**src/sv/g726_pkg.sv**
```systemverilog
// Shared types, constants and table functions for the G.726 32 kbit/s ADPCM codec.
// No dependencies; g726_fmul, the top level and the testbench import this package.
package g726_pkg;

   // Request to and answer from the shared coefficient-times-float product unit
   typedef struct packed {
      logic              valid;
      logic [2:0]        tag;
      logic signed [15:0] coef;
      logic [10:0]       fl;
   } fmul_req_type;

   typedef struct packed {
      logic              valid;
      logic [2:0]        tag;
      logic signed [15:0] prod;
   } fmul_rsp_type;

   localparam logic [18:0] SLOW_RESET = 19'd34816;
   localparam logic [12:0] FAST_RESET = 13'd544;
   localparam logic [12:0] Y_MIN      = 13'd544;
   localparam logic [12:0] Y_MAX      = 13'd5120;
   localparam logic [10:0] FLOAT_ONE  = 11'h020;
   localparam logic [9:0]  SPEED_TONE = 10'd256;
   localparam logic [2:0]  TAG_LAST_ZERO = 3'd5;
   localparam logic [2:0]  TAG_LAST      = 3'd7;

   // Length of a value: number of k in 0..14 with v >= 2^k
   function automatic logic [3:0] bit_len(input logic [15:0] v);
      logic [3:0] r;
      r = '0;
      for (int k = 0; k < 15; k++) begin
         if (v >= (16'd1 << k)) r = 4'(k + 1);
      end
      return r;
   endfunction

   // Magnitude to 11-bit float: sign, 4-bit exponent, 6-bit mantissa
   function automatic logic [10:0] to_float(input logic [14:0] mag, input logic neg);
      logic [3:0]  e;
      logic [20:0] m;
      logic [10:0] f;
      e = bit_len({1'b0, mag});
      m = {mag, 6'b0} >> e;
      if (mag == '0) f = FLOAT_ONE;
      else f = {1'b0, e, m[5:0]};
      f[10] = neg;
      return f;
   endfunction

   function automatic logic signed [11:0] dqln_val(input logic [3:0] code);
      logic signed [11:0] r;
      unique case (code)
         4'd0, 4'd15: r = -12'sd2048;
         4'd1, 4'd14: r = 12'sd4;
         4'd2, 4'd13: r = 12'sd135;
         4'd3, 4'd12: r = 12'sd213;
         4'd4, 4'd11: r = 12'sd273;
         4'd5, 4'd10: r = 12'sd323;
         4'd6, 4'd9:  r = 12'sd373;
         default:     r = 12'sd425;
      endcase
      return r;
   endfunction

   function automatic logic signed [11:0] wi_val(input logic [3:0] code);
      logic signed [11:0] r;
      unique case (code)
         4'd0, 4'd15: r = -12'sd12;
         4'd1, 4'd14: r = 12'sd18;
         4'd2, 4'd13: r = 12'sd41;
         4'd3, 4'd12: r = 12'sd64;
         4'd4, 4'd11: r = 12'sd112;
         4'd5, 4'd10: r = 12'sd198;
         4'd6, 4'd9:  r = 12'sd355;
         default:     r = 12'sd1122;
      endcase
      return r;
   endfunction

   function automatic logic [11:0] fi_val(input logic [3:0] code);
      logic [11:0] r;
      unique case (code)
         4'd3, 4'd4, 4'd5, 4'd10, 4'd11, 4'd12: r = 12'h200;
         4'd6, 4'd9:                            r = 12'h600;
         4'd7, 4'd8:                            r = 12'hE00;
         default:                               r = 12'h000;
      endcase
      return r;
   endfunction

   function automatic logic signed [11:0] qtab_val(input logic [2:0] k);
      logic signed [11:0] r;
      unique case (k)
         3'd0:    r = -12'sd124;
         3'd1:    r = 12'sd80;
         3'd2:    r = 12'sd178;
         3'd3:    r = 12'sd246;
         3'd4:    r = 12'sd300;
         3'd5:    r = 12'sd349;
         default: r = 12'sd400;
      endcase
      return r;
   endfunction

endpackage

```
**src/sv/g726_if.sv**
```systemverilog
// Valid/ready channel interfaces for the codec's item input and result output.
// Depends on nothing; used by the top level and its surroundings.
interface g726_req_if;
   logic               valid;
   logic               ready;
   logic [7:0]         code_byte;
   logic signed [15:0] sample_first;
   logic signed [15:0] sample_second;
   logic               restart;
   logic               end_of_block;

   modport source (output valid, code_byte, sample_first, sample_second, restart,
                   end_of_block, input ready);
   modport sink   (input valid, code_byte, sample_first, sample_second, restart,
                   end_of_block, output ready);
endinterface

interface g726_rsp_if;
   logic               valid;
   logic               ready;
   logic signed [15:0] sample_out;
   logic [7:0]         code_byte_out;
   logic               last_of_item;
   logic               block_end;

   modport source (output valid, sample_out, code_byte_out, last_of_item, block_end,
                   input ready);
   modport sink   (input valid, sample_out, code_byte_out, last_of_item, block_end,
                   output ready);
endinterface

```
**src/sv/g726_fmul.sv**
```systemverilog
// Shared product unit: 16-bit coefficient times 11-bit float, two-stage pipeline.
// Depends on g726_pkg for the request/answer structs and bit_len.
module g726_fmul (
   input  logic                   clock,
   input  logic                   reset,
   input  g726_pkg::fmul_req_type req_in,
   output g726_pkg::fmul_rsp_type rsp_out
);
   import g726_pkg::*;

   logic               valid_ff, valid_in;
   logic [2:0]         tag_ff, tag_in;
   logic [7:0]         wmant_ff, wmant_in;
   logic signed [5:0]  wexp_ff, wexp_in;
   logic               neg_ff, neg_in;

   logic signed [13:0] an;
   logic [12:0]        anmag;
   logic [3:0]         e;
   logic [18:0]        norm;
   logic [5:0]         anmant;
   logic [11:0]        mprod;
   logic [12:0]        mround;
   logic signed [6:0]  wexp_w;
   logic [16:0]        up;
   logic [5:0]         nsh;
   logic [14:0]        rmag;

   // Normalize the coefficient and multiply mantissas
   always_comb begin
      an     = req_in.coef[15:2];
      anmag  = (an > 0) ? an[12:0] : 13'(-an);
      e      = bit_len({3'b0, anmag});
      norm   = {anmag, 6'b0} >> e;
      anmant = (anmag == '0) ? 6'd32 : norm[5:0];
      mprod  = anmant * req_in.fl[5:0];
      mround = {1'b0, mprod} + 13'd48;
      wexp_w = $signed({3'b0, e}) + $signed({3'b0, req_in.fl[9:6]}) - 7'sd19;
      valid_in = req_in.valid;
      tag_in   = req_in.tag;
      wmant_in = mround[11:4];
      wexp_in  = wexp_w[5:0];
      neg_in   = an[13] ^ req_in.fl[10];
   end

   always_ff @(posedge clock) begin
      if (reset) begin
         valid_ff <= 1'b0;
      end else begin
         valid_ff <= valid_in;
      end
      tag_ff   <= tag_in;
      wmant_ff <= wmant_in;
      wexp_ff  <= wexp_in;
      neg_ff   <= neg_in;
   end

   // Scale by the exponent and apply the sign
   always_comb begin
      up  = {9'b0, wmant_ff} << wexp_ff[3:0];
      nsh = 6'(-wexp_ff);
      if (!wexp_ff[5]) rmag = up[14:0];
      else rmag = 15'({7'b0, wmant_ff} >> nsh);
      rsp_out.valid = valid_ff;
      rsp_out.tag   = tag_ff;
      rsp_out.prod  = neg_ff ? -$signed({1'b0, rmag}) : $signed({1'b0, rmag});
   end

endmodule

```
**src/sv/g726_adpcm_codec_unit.sv**
```systemverilog
// Top level of the G.726 32 kbit/s ADPCM codec: sequencer, predictor state and result register.
// Depends on g726_pkg, g726_if and g726_fmul.
//
// One item is taken at a time. Each 4-bit code runs through a sequencer that issues the eight
// predictor products to one shared product unit, then steps through scale, quantize (encode
// only), reconstruct and the adaptation states ADP1 and ADP2. A decode item turns two codes into
// two samples and an encode item turns two samples into one byte; the sequencer waits in EMIT
// while the result register is still full. Ready is high only while the sequencer is idle; a
// finished result waits in the output register without holding up the next item.
module g726_adpcm_codec_unit (
   input logic      clock,
   input logic      reset,
   input logic      csr_wr_en,
   input logic      csr_wr_data,
   g726_req_if.sink   req,
   g726_rsp_if.source rsp
);
   import g726_pkg::*;

   typedef enum logic [7:0] {
      ST_IDLE  = 8'b0000_0001,
      ST_PRED  = 8'b0000_0010,
      ST_STEP  = 8'b0000_0100,
      ST_QUANT = 8'b0000_1000,
      ST_RECON = 8'b0001_0000,
      ST_ADP1  = 8'b0010_0000,
      ST_ADP2  = 8'b0100_0000,
      ST_EMIT  = 8'b1000_0000
   } state_type;

   state_type          state_ff, state_in;
   logic               mode_ff, mode_in;
   logic               half_ff, half_in;
   logic [7:0]         byte_ff, byte_in;
   logic signed [15:0] samp0_ff, samp0_in, samp1_ff, samp1_in;
   logic               eob_ff, eob_in;
   logic [3:0]         pcnt_ff, pcnt_in;
   logic signed [15:0] acc_ff, acc_in, sezi_ff, sezi_in, sei_ff, sei_in;
   logic [12:0]        y_ff, y_in;
   logic [3:0]         code_ff, code_in, code_lo_ff, code_lo_in;
   logic [14:0]        mag_ff, mag_in;
   logic signed [16:0] sr_ff, sr_in, dqsez_ff, dqsez_in;
   logic               tr_ff, tr_in, pks1_ff, pks1_in;

   logic [18:0]        slow_ff, slow_in;
   logic [12:0]        fast_ff, fast_in;
   logic [11:0]        sm_ff, sm_in;
   logic [13:0]        lm_ff, lm_in;
   logic [9:0]         speed_ff, speed_in;
   logic signed [15:0] a1_ff, a1_in, a2_ff, a2_in;
   logic signed [15:0] zc_ff [6];
   logic signed [15:0] zc_in [6];
   logic [10:0]        pdf_ff [6];
   logic [10:0]        pdf_in [6];
   logic [10:0]        prf_ff [2];
   logic [10:0]        prf_in [2];
   logic [1:0]         psb_ff, psb_in;
   logic               tone_ff, tone_in;

   logic               rsp_valid_ff, rsp_valid_in;
   logic signed [15:0] rsp_sample_ff, rsp_sample_in;
   logic [7:0]         rsp_code_ff, rsp_code_in;
   logic               rsp_last_ff, rsp_last_in, rsp_eob_ff, rsp_eob_in;

   fmul_req_type       freq;
   fmul_rsp_type       frsp;

   g726_fmul u_fmul (
      .clock   (clock),
      .reset   (reset),
      .req_in  (freq),
      .rsp_out (frsp)
   );

   // Issue the six zero and two pole products in turn
   always_comb begin
      freq.valid = (state_ff == ST_PRED) && !pcnt_ff[3];
      freq.tag   = pcnt_ff[2:0];
      if (pcnt_ff[2:0] == TAG_LAST) begin
         freq.coef = a1_ff;
         freq.fl   = prf_ff[0];
      end else if (pcnt_ff[2:0] == 3'd6) begin
         freq.coef = a2_ff;
         freq.fl   = prf_ff[1];
      end else begin
         freq.coef = zc_ff[pcnt_ff[2:0]];
         freq.fl   = pdf_ff[pcnt_ff[2:0]];
      end
   end

   assign req.ready         = (state_ff == ST_IDLE);
   assign rsp.valid         = rsp_valid_ff;
   assign rsp.sample_out    = rsp_sample_ff;
   assign rsp.code_byte_out = rsp_code_ff;
   assign rsp.last_of_item  = rsp_last_ff;
   assign rsp.block_end     = rsp_eob_ff;

   // Datapath terms
   logic signed [15:0] acc_sum;
   logic signed [14:0] se, sez, sl;
   logic [12:0]        y0, y_calc;
   logic signed [13:0] dif;
   logic signed [20:0] yprod, yround;
   logic signed [14:0] ysum;
   logic signed [15:0] d;
   logic [15:0]        dqm;
   logic [3:0]         ex;
   logic [22:0]        dqsh;
   logic [10:0]        dl;
   logic signed [12:0] dln;
   logic [2:0]         qi;
   logic               qgo;
   logic [3:0]         qcode;
   logic signed [11:0] dqln;
   logic signed [12:0] dql;
   logic [14:0]        dqt_sh, mag_calc;
   logic               dqs;
   logic signed [16:0] sr_calc, dqsez_calc, sign_mag;
   logic [15:0]        thr2;
   logic [16:0]        dqthr;
   logic               tr;
   logic signed [11:0] wi;
   logic signed [16:0] wt, yu;
   logic [12:0]        yu_c;
   logic signed [20:0] ns, slow_sum;
   logic               pk0, pks1;
   logic signed [16:0] a1e, a2e, a2p, fa1, ze, zb, a0, a1ul;
   logic [11:0]        fi12;
   logic signed [12:0] smd;
   logic signed [14:0] lmd, dd;
   logic [14:0]        ddabs;
   logic               tone_new, speed_up;
   logic [10:0]        sp_gap;
   logic [10:0]        sp_down;

   always_comb begin
      acc_sum = acc_ff + frsp.prod;
      se      = sei_ff[15:1];
      sez     = sezi_ff[15:1];

      // Blend fast and slow scale factors by the speed control
      y0     = slow_ff[18:6];
      dif    = $signed({1'b0, fast_ff}) - $signed({1'b0, y0});
      yprod  = dif * $signed({1'b0, speed_ff[7:2]});
      yround = yprod + ((dif < 0) ? 21'sd63 : 21'sd0);
      ysum   = $signed({2'b0, y0}) + 15'(yround >>> 6);
      y_calc = (speed_ff[9:8] != 2'b0) ? fast_ff : ysum[12:0];

      // Quantize the prediction error
      sl    = half_ff ? samp1_ff[15:1] : samp0_ff[15:1];
      d     = $signed({sl[14], sl}) - $signed({se[14], se});
      dqm   = (d < 0) ? 16'(-d) : 16'(d);
      ex    = bit_len({1'b0, dqm[15:1]});
      dqsh  = {dqm, 7'b0} >> ex;
      dl    = {ex, 7'b0} + {4'b0, dqsh[6:0]};
      dln   = $signed({2'b0, dl}) - $signed({2'b0, y_ff[12:2]});
      qi    = '0;
      qgo   = 1'b1;
      for (int k = 0; k < 7; k++) begin
         if (qgo && (dln >= qtab_val(3'(k)))) qi = 3'(k + 1);
         else qgo = 1'b0;
      end
      if (d < 0) qcode = 4'(4'd15 - {1'b0, qi});
      else if (qi == '0) qcode = 4'd15;
      else qcode = {1'b0, qi};

      // Reconstruct the quantized difference and the signal
      dqs      = code_ff[3];
      dqln     = dqln_val(code_ff);
      dql      = $signed({dqln[11], dqln}) + $signed({2'b0, y_ff[12:2]});
      dqt_sh   = {1'b1, dql[6:0], 7'b0} >> (4'd14 - dql[10:7]);
      mag_calc = (dql < 0) ? '0 : dqt_sh;
      sign_mag = dqs ? -$signed({2'b0, mag_calc}) : $signed({2'b0, mag_calc});
      sr_calc    = $signed({{2{se[14]}}, se}) + sign_mag;
      dqsez_calc = $signed({{2{sez[14]}}, sez}) + sign_mag;

      // Tone transition check
      if (slow_ff[18:15] > 4'd9) thr2 = 16'd31744;
      else thr2 = 16'({10'd0, 1'b1, slow_ff[14:10]} << slow_ff[18:15]);
      dqthr = ({1'b0, thr2} + {2'b0, thr2[15:1]}) >> 1;
      tr    = tone_ff && ({2'b0, mag_ff} > dqthr);

      // Scale factor adaptation
      wi = wi_val(code_ff);
      wt = $signed({wi, 5'b0}) - $signed({4'b0, y_ff});
      yu = $signed({4'b0, y_ff}) + (wt >>> 5);
      if (yu < $signed({4'b0, Y_MIN})) yu_c = Y_MIN;
      else if (yu > $signed({4'b0, Y_MAX})) yu_c = Y_MAX;
      else yu_c = yu[12:0];
      ns       = -$signed({2'b0, slow_ff});
      slow_sum = $signed({2'b0, slow_ff}) + $signed({8'b0, yu_c}) + (ns >>> 6);

      // Second pole coefficient
      pk0  = dqsez_ff[16];
      pks1 = pk0 ^ psb_ff[0];
      a1e  = {a1_ff[15], a1_ff};
      a2e  = {a2_ff[15], a2_ff};
      a2p  = a2e - (a2e >>> 7);
      fa1  = pks1 ? a1e : -a1e;
      if (dqsez_ff != 0) begin
         if (fa1 < -17'sd8191) a2p = a2p - 17'sd256;
         else if (fa1 > 17'sd8191) a2p = a2p + 17'sd255;
         else a2p = a2p + (fa1 >>> 5);
         if (pk0 ^ psb_ff[1]) begin
            if (a2p <= -17'sd12160) a2p = -17'sd12288;
            else if (a2p >= 17'sd12416) a2p = 17'sd12288;
            else a2p = a2p - 17'sd128;
         end else begin
            if (a2p <= -17'sd12416) a2p = -17'sd12288;
            else if (a2p >= 17'sd12160) a2p = 17'sd12288;
            else a2p = a2p + 17'sd128;
         end
      end

      // Short and long means of F(I)
      fi12 = fi_val(code_ff);
      smd  = $signed({1'b0, fi12}) - $signed({1'b0, sm_ff});
      lmd  = $signed({1'b0, fi12, 2'b0}) - $signed({1'b0, lm_ff});

      // First pole coefficient, bounded by the second (already updated)
      a0 = a1e - (a1e >>> 8);
      if (dqsez_ff != 0) a0 = a0 + (pks1_ff ? -17'sd192 : 17'sd192);
      a1ul = 17'sd15360 - a2e;
      if (a0 < -a1ul) a0 = -a1ul;
      else if (a0 > a1ul) a0 = a1ul;

      // Speed control from the updated means
      tone_new = !tr_ff && (a2_ff < -16'sd11776);
      dd       = $signed({1'b0, sm_ff, 2'b0}) - $signed({1'b0, lm_ff});
      ddabs    = (dd < 0) ? 15'(-dd) : 15'(dd);
      speed_up = (y_ff < 13'd1536) || tone_new || (ddabs >= {4'b0, lm_ff[13:3]});
      sp_gap   = 11'd512 - {1'b0, speed_ff};
      sp_down  = ({1'b0, speed_ff} + 11'd15) >> 4;
   end

   // Sequencer and state updates
   always_comb begin
      state_in   = state_ff;
      mode_in    = mode_ff;
      half_in    = half_ff;
      byte_in    = byte_ff;
      samp0_in   = samp0_ff;
      samp1_in   = samp1_ff;
      eob_in     = eob_ff;
      pcnt_in    = pcnt_ff;
      acc_in     = acc_ff;
      sezi_in    = sezi_ff;
      sei_in     = sei_ff;
      y_in       = y_ff;
      code_in    = code_ff;
      code_lo_in = code_lo_ff;
      mag_in     = mag_ff;
      sr_in      = sr_ff;
      dqsez_in   = dqsez_ff;
      tr_in      = tr_ff;
      pks1_in    = pks1_ff;
      slow_in    = slow_ff;
      fast_in    = fast_ff;
      sm_in      = sm_ff;
      lm_in      = lm_ff;
      speed_in   = speed_ff;
      a1_in      = a1_ff;
      a2_in      = a2_ff;
      zc_in      = zc_ff;
      pdf_in     = pdf_ff;
      prf_in     = prf_ff;
      psb_in     = psb_ff;
      tone_in    = tone_ff;
      rsp_valid_in  = rsp_valid_ff && !rsp.ready;
      rsp_sample_in = rsp_sample_ff;
      rsp_code_in   = rsp_code_ff;
      rsp_last_in   = rsp_last_ff;
      rsp_eob_in    = rsp_eob_ff;
      ze = '0;
      zb = '0;

      if (csr_wr_en) mode_in = csr_wr_data;

      unique case (state_ff)
         ST_IDLE: begin
            // Take an item and optionally reload the predictor
            if (req.valid) begin
               byte_in  = req.code_byte;
               samp0_in = req.sample_first;
               samp1_in = req.sample_second;
               eob_in   = req.end_of_block;
               half_in  = 1'b0;
               pcnt_in  = '0;
               acc_in   = '0;
               state_in = ST_PRED;
               if (req.restart) begin
                  slow_in  = SLOW_RESET;
                  fast_in  = FAST_RESET;
                  sm_in    = '0;
                  lm_in    = '0;
                  speed_in = '0;
                  a1_in    = '0;
                  a2_in    = '0;
                  psb_in   = '0;
                  tone_in  = 1'b0;
                  for (int c = 0; c < 6; c++) begin
                     zc_in[c]  = '0;
                     pdf_in[c] = FLOAT_ONE;
                  end
                  prf_in[0] = FLOAT_ONE;
                  prf_in[1] = FLOAT_ONE;
               end
            end
         end
         ST_PRED: begin
            // Accumulate products modulo 2^16
            if (freq.valid) pcnt_in = pcnt_ff + 4'd1;
            if (frsp.valid) begin
               acc_in = acc_sum;
               if (frsp.tag == TAG_LAST_ZERO) sezi_in = acc_sum;
               if (frsp.tag == TAG_LAST) begin
                  sei_in   = acc_sum;
                  state_in = ST_STEP;
               end
            end
         end
         ST_STEP: begin
            y_in     = y_calc;
            code_in  = half_ff ? byte_ff[7:4] : byte_ff[3:0];
            state_in = mode_ff ? ST_QUANT : ST_RECON;
         end
         ST_QUANT: begin
            code_in  = qcode;
            state_in = ST_RECON;
         end
         ST_RECON: begin
            mag_in   = mag_calc;
            sr_in    = sr_calc;
            dqsez_in = dqsez_calc;
            state_in = ST_ADP1;
         end
         ST_ADP1: begin
            tr_in   = tr;
            pks1_in = pks1;
            fast_in = yu_c;
            slow_in = slow_sum[18:0];
            a2_in   = tr ? 16'sd0 : a2p[15:0];
            for (int c = 0; c < 6; c++) begin
               ze = {zc_ff[c][15], zc_ff[c]};
               zb = ze - (ze >>> 8);
               if (mag_ff != '0) zb = zb + ((dqs == pdf_ff[c][10]) ? 17'sd128 : -17'sd128);
               zc_in[c] = tr ? 16'sd0 : zb[15:0];
            end
            for (int c = 5; c > 0; c--) pdf_in[c] = pdf_ff[c - 1];
            pdf_in[0] = to_float(mag_ff, dqs);
            prf_in[1] = prf_ff[0];
            if (!sr_ff[16]) prf_in[0] = to_float(sr_ff[14:0], 1'b0);
            else prf_in[0] = to_float(15'(-sr_ff), 1'b1);
            psb_in = {psb_ff[0], pk0};
            sm_in  = 12'($signed({1'b0, sm_ff}) + (smd >>> 5));
            lm_in  = 14'($signed({1'b0, lm_ff}) + (lmd >>> 7));
            state_in = ST_ADP2;
         end
         ST_ADP2: begin
            a1_in   = tr_ff ? 16'sd0 : a0[15:0];
            tone_in = tone_new;
            if (tr_ff) speed_in = SPEED_TONE;
            else if (speed_up) speed_in = 10'({1'b0, speed_ff} + (sp_gap >> 4));
            else speed_in = 10'({1'b0, speed_ff} - sp_down);
            if (mode_ff && !half_ff) begin
               code_lo_in = code_ff;
               half_in    = 1'b1;
               pcnt_in    = '0;
               acc_in     = '0;
               state_in   = ST_PRED;
            end else begin
               state_in = ST_EMIT;
            end
         end
         ST_EMIT: begin
            // Load the result register once it is free
            if (!rsp_valid_ff || rsp.ready) begin
               rsp_valid_in = 1'b1;
               if (mode_ff) begin
                  rsp_sample_in = '0;
                  rsp_code_in   = {code_ff, code_lo_ff};
                  rsp_last_in   = 1'b1;
                  rsp_eob_in    = eob_ff;
               end else begin
                  rsp_sample_in = {sr_ff[14:0], 1'b0};
                  rsp_code_in   = '0;
                  rsp_last_in   = half_ff;
                  rsp_eob_in    = half_ff & eob_ff;
               end
               if (!mode_ff && !half_ff) begin
                  half_in  = 1'b1;
                  pcnt_in  = '0;
                  acc_in   = '0;
                  state_in = ST_PRED;
               end else begin
                  state_in = ST_IDLE;
               end
            end
         end
         default: state_in = ST_IDLE;
      endcase
   end

   always_ff @(posedge clock) begin
      if (reset) begin
         state_ff     <= ST_IDLE;
         mode_ff      <= 1'b0;
         half_ff      <= 1'b0;
         pcnt_ff      <= '0;
         rsp_valid_ff <= 1'b0;
         slow_ff      <= SLOW_RESET;
         fast_ff      <= FAST_RESET;
         sm_ff        <= '0;
         lm_ff        <= '0;
         speed_ff     <= '0;
         a1_ff        <= '0;
         a2_ff        <= '0;
         psb_ff       <= '0;
         tone_ff      <= 1'b0;
         for (int c = 0; c < 6; c++) begin
            zc_ff[c]  <= '0;
            pdf_ff[c] <= FLOAT_ONE;
         end
         prf_ff[0] <= FLOAT_ONE;
         prf_ff[1] <= FLOAT_ONE;
      end else begin
         state_ff     <= state_in;
         mode_ff      <= mode_in;
         half_ff      <= half_in;
         pcnt_ff      <= pcnt_in;
         rsp_valid_ff <= rsp_valid_in;
         slow_ff      <= slow_in;
         fast_ff      <= fast_in;
         sm_ff        <= sm_in;
         lm_ff        <= lm_in;
         speed_ff     <= speed_in;
         a1_ff        <= a1_in;
         a2_ff        <= a2_in;
         psb_ff       <= psb_in;
         tone_ff      <= tone_in;
         zc_ff        <= zc_in;
         pdf_ff       <= pdf_in;
         prf_ff       <= prf_in;
      end
      byte_ff       <= byte_in;
      samp0_ff      <= samp0_in;
      samp1_ff      <= samp1_in;
      eob_ff        <= eob_in;
      acc_ff        <= acc_in;
      sezi_ff       <= sezi_in;
      sei_ff        <= sei_in;
      y_ff          <= y_in;
      code_ff       <= code_in;
      code_lo_ff    <= code_lo_in;
      mag_ff        <= mag_in;
      sr_ff         <= sr_in;
      dqsez_ff      <= dqsez_in;
      tr_ff         <= tr_in;
      pks1_ff       <= pks1_in;
      rsp_sample_ff <= rsp_sample_in;
      rsp_code_ff   <= rsp_code_in;
      rsp_last_ff   <= rsp_last_in;
      rsp_eob_ff    <= rsp_eob_in;
   end

endmodule

```
**src/flat_wrapper.sv**
```systemverilog
// flat-port wrapper written by rule: the top's interface ports become plain ports
module g726_adpcm_codec_unit_flat import g726_pkg::*;
  (clock, reset, csr_wr_en, csr_wr_data, req_valid, req_code_byte, req_sample_first, req_sample_second, req_restart, req_end_of_block, req_ready, rsp_valid, rsp_sample_out, rsp_code_byte_out, rsp_last_of_item, rsp_block_end, rsp_ready);
  g726_req_if req_i ();
  g726_rsp_if rsp_i ();
  input logic clock;
  input logic reset;
  input logic csr_wr_en;
  input logic csr_wr_data;
  input wire logic [$bits(req_i.valid)-1:0] req_valid;
  input wire logic [$bits(req_i.code_byte)-1:0] req_code_byte;
  input wire logic [$bits(req_i.sample_first)-1:0] req_sample_first;
  input wire logic [$bits(req_i.sample_second)-1:0] req_sample_second;
  input wire logic [$bits(req_i.restart)-1:0] req_restart;
  input wire logic [$bits(req_i.end_of_block)-1:0] req_end_of_block;
  output wire logic [$bits(req_i.ready)-1:0] req_ready;
  output wire logic [$bits(rsp_i.valid)-1:0] rsp_valid;
  output wire logic [$bits(rsp_i.sample_out)-1:0] rsp_sample_out;
  output wire logic [$bits(rsp_i.code_byte_out)-1:0] rsp_code_byte_out;
  output wire logic [$bits(rsp_i.last_of_item)-1:0] rsp_last_of_item;
  output wire logic [$bits(rsp_i.block_end)-1:0] rsp_block_end;
  input wire logic [$bits(rsp_i.ready)-1:0] rsp_ready;
  assign req_i.valid = req_valid;
  assign req_i.code_byte = req_code_byte;
  assign req_i.sample_first = req_sample_first;
  assign req_i.sample_second = req_sample_second;
  assign req_i.restart = req_restart;
  assign req_i.end_of_block = req_end_of_block;
  assign req_ready = req_i.ready;
  assign rsp_valid = rsp_i.valid;
  assign rsp_sample_out = rsp_i.sample_out;
  assign rsp_code_byte_out = rsp_i.code_byte_out;
  assign rsp_last_of_item = rsp_i.last_of_item;
  assign rsp_block_end = rsp_i.block_end;
  assign rsp_i.ready = rsp_ready;
  g726_adpcm_codec_unit u_core (.clock(clock), .reset(reset), .csr_wr_en(csr_wr_en), .csr_wr_data(csr_wr_data), .req(req_i), .rsp(rsp_i));
endmodule
```
**config.mk**
```make
export PLATFORM = sky130hd
export DESIGN_NAME = g726_adpcm_codec_unit_flat
export DESIGN_NICKNAME = d
export VERILOG_FILES = /design/src/sv/g726_pkg.sv /design/src/sv/g726_if.sv /design/src/sv/g726_fmul.sv /design/src/sv/g726_adpcm_codec_unit.sv /design/src/flat_wrapper.sv
export SDC_FILE = /design/constraint.sdc
export NUM_CORES = 2
export LEC_CHECK = 0
export ABC_AREA = 1
export BUFFER_PORTS_ARGS = -buffer_cell sky130_fd_sc_hd__buf_2
export CORE_MARGIN = 3
export CORE_UTILIZATION = 55
export CTS_BUF_LIST = sky130_fd_sc_hd__clkbuf_4
export CTS_CLUSTER_DIAMETER = 50
export CTS_CLUSTER_SIZE = 8
export DETAILED_ROUTE_END_ITERATION = 10
export GPL_ROUTABILITY_DRIVEN = 0
export PLACE_DENSITY = 0.75
export SLEW_MARGIN = 10
export SYNTH_ARGS = -nofsm -noshare
export SYNTH_HDL_FRONTEND = slang
export SYNTH_SLANG_ARGS = --single-unit
```
**constraint.sdc**
```tcl
create_clock -name clock -period 7.95 [get_ports clock]
set_input_delay 1.59 -clock clock [delete_from_list [all_inputs] [get_ports clock]]
set_output_delay 1.59 -clock clock [all_outputs]
set_load 0.05 [all_outputs]
```
* Word-level counts from Yosys, hierarchy flattened
Memories as Yosys holds them, arrays and structs flattened. A register that Yosys moved wholly into a read port is not among the register bits.
Index checks and enable logic that the tools add are counted.
** Storage, ports and cells
- Flip-flop bits (word level) :: 508
- Latch bits :: 0
- Memory bits (writable) :: 0
- Memory bits (read-only) :: 400
- Input port bits :: 48
- Output and inout bits :: 28
- Word-level logic and storage cells :: 527
- Memories :: 3
** Cells by class
- Add/sub/neg operators :: 61
- Multiply operators :: 2
- Divide/modulo/power cells :: 0
- Order comparisons :: 101
- Eq/ne operators :: 26
- Shifts and indexed selects :: 9
- Mux-type cells :: 222
- Bitwise logic cells :: 5
- Reduce and logical (&&, ||, !) cells :: 45
** Memory list
- (name not given) :: depth 16, bits a word 12, rd ports 1, clocked after Yosys merged registers in 1, write ports 0, line g726_pkg.sv:68 : unique case (code)
- (name not given) :: depth 16, bits a word 10, rd ports 1, clocked after Yosys merged registers in 1, write ports 0, line g726_pkg.sv:53 : unique case (code)
- (name not given) :: depth 16, bits a word 3, rd ports 1, clocked after Yosys merged registers in 1, write ports 0, line g726_pkg.sv:83 : unique case (code)
** Operators with widths (count)
- $mux W16 :: 40
- $mux W4 :: 66
- $mux W96 :: 2
- $pmux W96 S2 :: 1
- $mux W66 :: 2
- $pmux W66 S2 :: 1
- $mux W17 :: 7
- $add A16 B16 Y16 :: 7
- $sub A16 B8 Y16 :: 6
- $mux W13 :: 6
- $mux W10 :: 7
- $pmux W16 S2 :: 2
- $pmux W16 S4 :: 1
- $pmux W8 S8 :: 1
- $shr A21 B4 Y6 :: 3
- $ge A15 B1 Y1 const B :: 4
- $ge A15 B10 Y1 const B :: 4
- $ge A15 B11 Y1 const B :: 4
- $ge A15 B12 Y1 const B :: 4
- $ge A15 B13 Y1 const B :: 4
- $ge A15 B14 Y1 const B :: 4
- $ge A15 B15 Y1 const B :: 4
- $ge A15 B2 Y1 const B :: 4
- $ge A15 B3 Y1 const B :: 4
- other kinds (147) :: 283

* Logic depth before layout (Yosys ltp)
- Depth in word-level cells :: 42
- Depth in mapped cells :: 76
- Gate-level depth less buffers :: 75

* Hierarchy
From an unflattened synthesis, not the netlist that was laid out.
** Second synthesis, totals
- Cells, all modules :: 8054
- Area, all modules :: 53978.0 um2
** Modules (own cells, without submodules)
- g726_adpcm_codec_unit :: instances 1, cells an instance 7395, area an instance 49892.9 um2, sequential area each 11881.4 um2
- g726_fmul :: instances 1, cells an instance 659, area an instance 4085.2 um2, sequential area each 380.4 um2

* Worst setup path after synthesis
OpenSTA, ideal clock, no wires.
- Path kind :: flip-flop to flip-flop
- Start :: register u_core.slow_ff[8]
- End :: register u_core.y_ff[12] (data pin)
- Library setup time :: 0.253 ns
- Arrival time :: 7.720 ns
- Required time :: 7.697 ns
- Slack :: -0.023 ns
- Stages on the path, launching flop included :: 50
- Path buffers :: 0
- Clock period less this slack :: 7.973 ns
- Cell sequence :: dfxtp_1 inv_1 ha_1 a21oi_1 nand2_1 a21oi_1 o21ai_0 nand2_1 nand2_1 a21oi_1 inv_1 a21oi_1 o21bai_1 a21oi_1 o21bai_1 nand2_1 nand2_1 a21oi_1 (+14 left out) o31ai_1 and2_1 o21ai_0 nand2_1 a21o_1 a21oi_1 inv_1 a21oi_1 nor2_1 o21ai_0 inv_1 o21a_1 nor2_1 xor2_1 xor2_1 nand3b_1 nand3_1 nand2_1
** Between the ends
- Longest elaborated chain between the ends :: 6
- Elaborated cells on any way between the ends :: 7
- Classes of those cells :: add/sub (3); mul (1); order compare (1); mux (2)
** Ends and longest elaborated chain
- from (decl) :: line g726_adpcm_codec_unit.sv:45 : logic [18:0] slow_ff, slow_in;
- from (signal assigned) :: line g726_adpcm_codec_unit.sv:432 : slow_ff <= slow_in;
- parallel branches: the longest is 4 deep, another holds $mul A14 B7 Y19
- $add A13 B13 Y13 (*) :: line g726_adpcm_codec_unit.sv:146 : ysum = $signed({2'b0, y0}) + 15'(yround >>> 6);
- $mux W13 (*) :: line g726_adpcm_codec_unit.sv:147 : y_calc = (speed_ff[9:8] != 2'b0) ? fast_ff : ysum[12:0];
- net u_core.y_calc[12] :: line g726_adpcm_codec_unit.sv:101 : logic [12:0] y0, y_calc;
- to (signal assigned) :: line g726_adpcm_codec_unit.sv:452 : y_ff <= y_in;
- to (decl) :: line g726_adpcm_codec_unit.sv:39 : logic [12:0] y_ff, y_in;
Mark *: on every way through the listed nets, which the timed path passes.
A chain may end at the register's enable or synchronous reset.

* Worst setup path in the final report
- Start :: register u_core.y_ff[4]
- End :: register u_core.slow_ff[17]
** Between the ends
- Longest elaborated chain between the ends :: 8
- Elaborated cells on any way between the ends :: 9
- Classes of those cells :: add/sub (4); order compare (2); mux (3)
** Ends and longest elaborated chain
- $sub A17 B14 Y17 :: line g726_adpcm_codec_unit.sv:185 : wt = $signed({wi, 5'b0}) - $signed({4'b0, y_ff});
- $add A14 B12 Y15 (*) :: line g726_adpcm_codec_unit.sv:186 : yu = $signed({4'b0, y_ff}) + (wt >>> 5);
- $gt A17 B14 Y1 :: line g726_adpcm_codec_unit.sv:188 : else if (yu > $signed({4'b0, Y_MAX})) yu_c = Y_MAX;
- $mux W13 :: line g726_adpcm_codec_unit.sv:188
- $mux W13 (*) :: line g726_adpcm_codec_unit.sv:187 : if (yu < $signed({4'b0, Y_MIN})) yu_c = Y_MIN;
- $add A19 B13 Y19 (*) :: line g726_adpcm_codec_unit.sv:191 : slow_sum = $signed({2'b0, slow_ff}) + $signed({8'b0, yu_c}) + (ns >>> 6);
- $add A19 B15 Y19 (*) :: line g726_adpcm_codec_unit.sv:191
- $pmux W19 S2 (*) :: line g726_adpcm_codec_unit.sv:279 : unique case (state_ff)
Every way passes the cells marked *; elsewhere a longest branch is shown, timed or not.

==> flow_summary.ini <==
[setup_path]
cp_num_buf_inv = 5
critPathArrivalTime_ps = 8840
endpoint_kind = register
cp_top_family = compound AO/OA/AOI/OAI gates
slowest_stage = fa_1
path_max_fanout = 5
cp_common_cell = nand2_1
crit_path_start_kind = register
cp_data_required_time_ps = 8830
max_stage_delay_ps = 500
crit_type = register to register

[logic_synthesis]
syn_inst = 7784
ys_seq_area_share_pct = 23.12
synthFlopType = dfxtp_1
ys_ff_latch = 522
yosysWarningCount = 0
synth.top_cells.by_count = 1871 x nand2_1, 1111 x inv_1, 759 x a21oi_1
synth_top_cell_area_share_pct = 13.66
postSynthAreaPerCell_um2 = 6.814
yosysMostFrequentCell = nand2_1
synth.cell_area_um2 = 53040
synthArstFlopShare_pct = 0
synth_area_leaders = ha_1 14%, nand2_1 13%, dfxtp_1 13%, edfxtp_1 10%, inv_1 7.9%
ys_types = 78
synth_top_cell_by_area = ha_1
synth_edf_count = 181

[power]
ir_drop_v = 0.0005908
p_leak_nw = 29.09
powerDensity_nw_per_um2 = 263.9

[floorplanning]
rows = 113
start_util_pct = 55.66
fp.dieW_um = 316.6
core_um2 = 95290
ios = 76
die_h_um = 316.6
dieArea_um2 = 100200

[routing]
ant_nets = 0
drc = 0
drt_wl_total_um = 152200
vias_per_cell = 5.623
drtIter0Drc = 4388
wl_per_cell_um = 16.11
routed-via-count = 53120
drt-pass1-iter-count = 8

[layout]
design_area_um2 = 60000
area_delta_synth_final_pct = 13.11
drive_above_1_share_pct = 13.12
final_nets = 8856

[sta]
whs_ps = 464.8
layout_setup_ws_ps = -11.02
setup_violations = 1
worst_pin_slew_ps = 1238
fmax_mhz = 125.6
fin_worst_skew_ps = 71.34
period_share_pct = 100.1
hold_viol_final = 0
report.final.slew_viol_count = 0
slew-limit-headroom_pct = 16.99
rsz0062_at_grt = true
min_period_ps = 7961

[grt]
antenna_found_initial = 5
overflow = 0
track_usage_pct = 28.91
grt_pass1_vias = 49010
grt_pass1_wl_um = 239800
grt_max_degree = 95

[placement]
dpl-instance-area_um2 = 56360
dp_hpwl_um = 113900
portBuffers = 72

[clocking]
cts.clk_slew.worst_paths_ps = 100
cts.path.max_buffers = 3
clk_latency_ps = 970
cts_sinks = 522
cts_tree = done
postCtsHoldBufs = 0
cts_made_buffers = 96
h-tree-depth = 3
cts_root_buf = clkbuf_4

[run_status]
violations = setup timing
status = complete, but fails checks

[hold_path]
hold_path.class = register to register

[run]
drv_cap = 0
[layout make-up]
type                       instances  area (um^2)
antenna                            3        7.507
clock buffer                     120        900.9
clock inverter                    47        440.4
fill                            8443        35300
inverter                        1142         4328
multi-input combinational       5918        37250
sequential                       522        12280
tap                             1265         1583
timing repair buffer             429         3211
[power by group]
part / leakage [nW] / total [mW] / switching [mW] / internal, mW
sequential: 4.44 / 3.12 / 0.0875 / 3.03
combinational: 23.9 / 10.6 / 6.53 / 4.03
clock: 0.763 / 2.16 / 1.19 / 0.961
[placed cells by master, fill, tap and decap left out, drive strengths merged, types with 52 or more instances in the layout]
master and instances:
fa 120, xor2 304, nand3 397, nor2 706, xnor2 87, clkbuf 122
nor3 69, o211ai 56, ha 579, a21oi 765, nand2 1902, edfxtp 181
o21ai 457, or2 52, inv 1136, buf 427, dfxtp 341, nand4 70
o21bai 70
[per-stage QoR]
stage                     setup WS (ps)  total power [mW]  util, %  instances  TNS [ps]
after floorplan                   122.3             9.846        -       7787         0
after global placement           -163.6             12.20    59.15       9212    -924.1
after detailed placement         -290.1             12.35    59.15       9212     -3201
after CTS                         7.871             14.62    60.77       9390         0
after global routing             -577.2             17.21    62.96       9446     -9132
final                            -11.02             15.84    62.96       9446    -11.02
[path summary, 6_finish.rpt]
kind / depth (start not counted) / to / slack [ps] / startpoint
worst min-delay path: 0 / u_core.u_fmul.tag_ff[1] / 460 / u_core.pcnt_ff[1]
worst min register to register: 0 / u_core.u_fmul.tag_ff[1] / 460 / u_core.pcnt_ff[1]
worst max-delay path: 56 / u_core.slow_ff[17] / -10 / u_core.y_ff[4]
worst max register to register: 56 / u_core.slow_ff[17] / -10 / u_core.y_ff[4]
[cells by family after synthesis]
kind of cell             count (synthesis)  synth area share [%]
adder cells (fa/ha/maj)                699                 18.19
flip-flops                             522                 23.12
other                                    1              0.007070
buffers and inverters                 1348                 9.869
multiplexers                             9                0.1698
XOR/XNOR                               391                 6.491
AND/OR/NAND/NOR                       3248                 25.41
AO/OA/AOI/OAI                         1566                 16.75
[worst register-to-register path: cells and delay by family (launching register included)]
family / cells / cell delay (ps)
adder cells (fa/ha/maj): 4 / 1320
AND/OR/NAND/NOR: 22 / 2240
AO/OA/AOI/OAI: 24 / 3330
XOR/XNOR: 1 / 140
buffers and inverters: 5 / 400
flip-flops: 1 / 450
[what timing repair did]
action,4_1_cts,5_1_grt
setup buffers,11,52
gates cloned,0,3
pin swaps,13,217
endpoints found under the setup margin,24,38
gates resized for setup,31,431
[flip-flops by register name (all words and copies together) (netlist names), 10 cells and up]
register               flops
u_core.acc_ff             16
u_core.zc_ff              96
u_core.prf_ff             22
u_core.samp0_ff           15
u_core.sm_ff              12
u_core.dqsez_ff           17
u_core.mag_ff             15
u_core.pdf_ff             66
u_core.a1_ff              16
u_core.sezi_ff            15
u_core.sei_ff             15
u_core.lm_ff              14
u_core.rsp.sample_out     15
u_core.wi                 10
u_core.sr_ff              16
u_core.speed_ff           10
u_core.slow_ff            19
u_core.y_ff               13
u_core.fast_ff            13
u_core.a2_ff              16
u_core.samp1_ff           15
[metal layers]
metal  vias up  share of wire [%]  global-route usage [%]
li1      26210                  -                       -
met1     24620                 42                   37.56
met2      1872                 47                   48.71
met3       404                7.1                   4.085
met4         4                3.8                   11.00
met5         -              0.014                       0
Power figures use the tool's default switching activity.
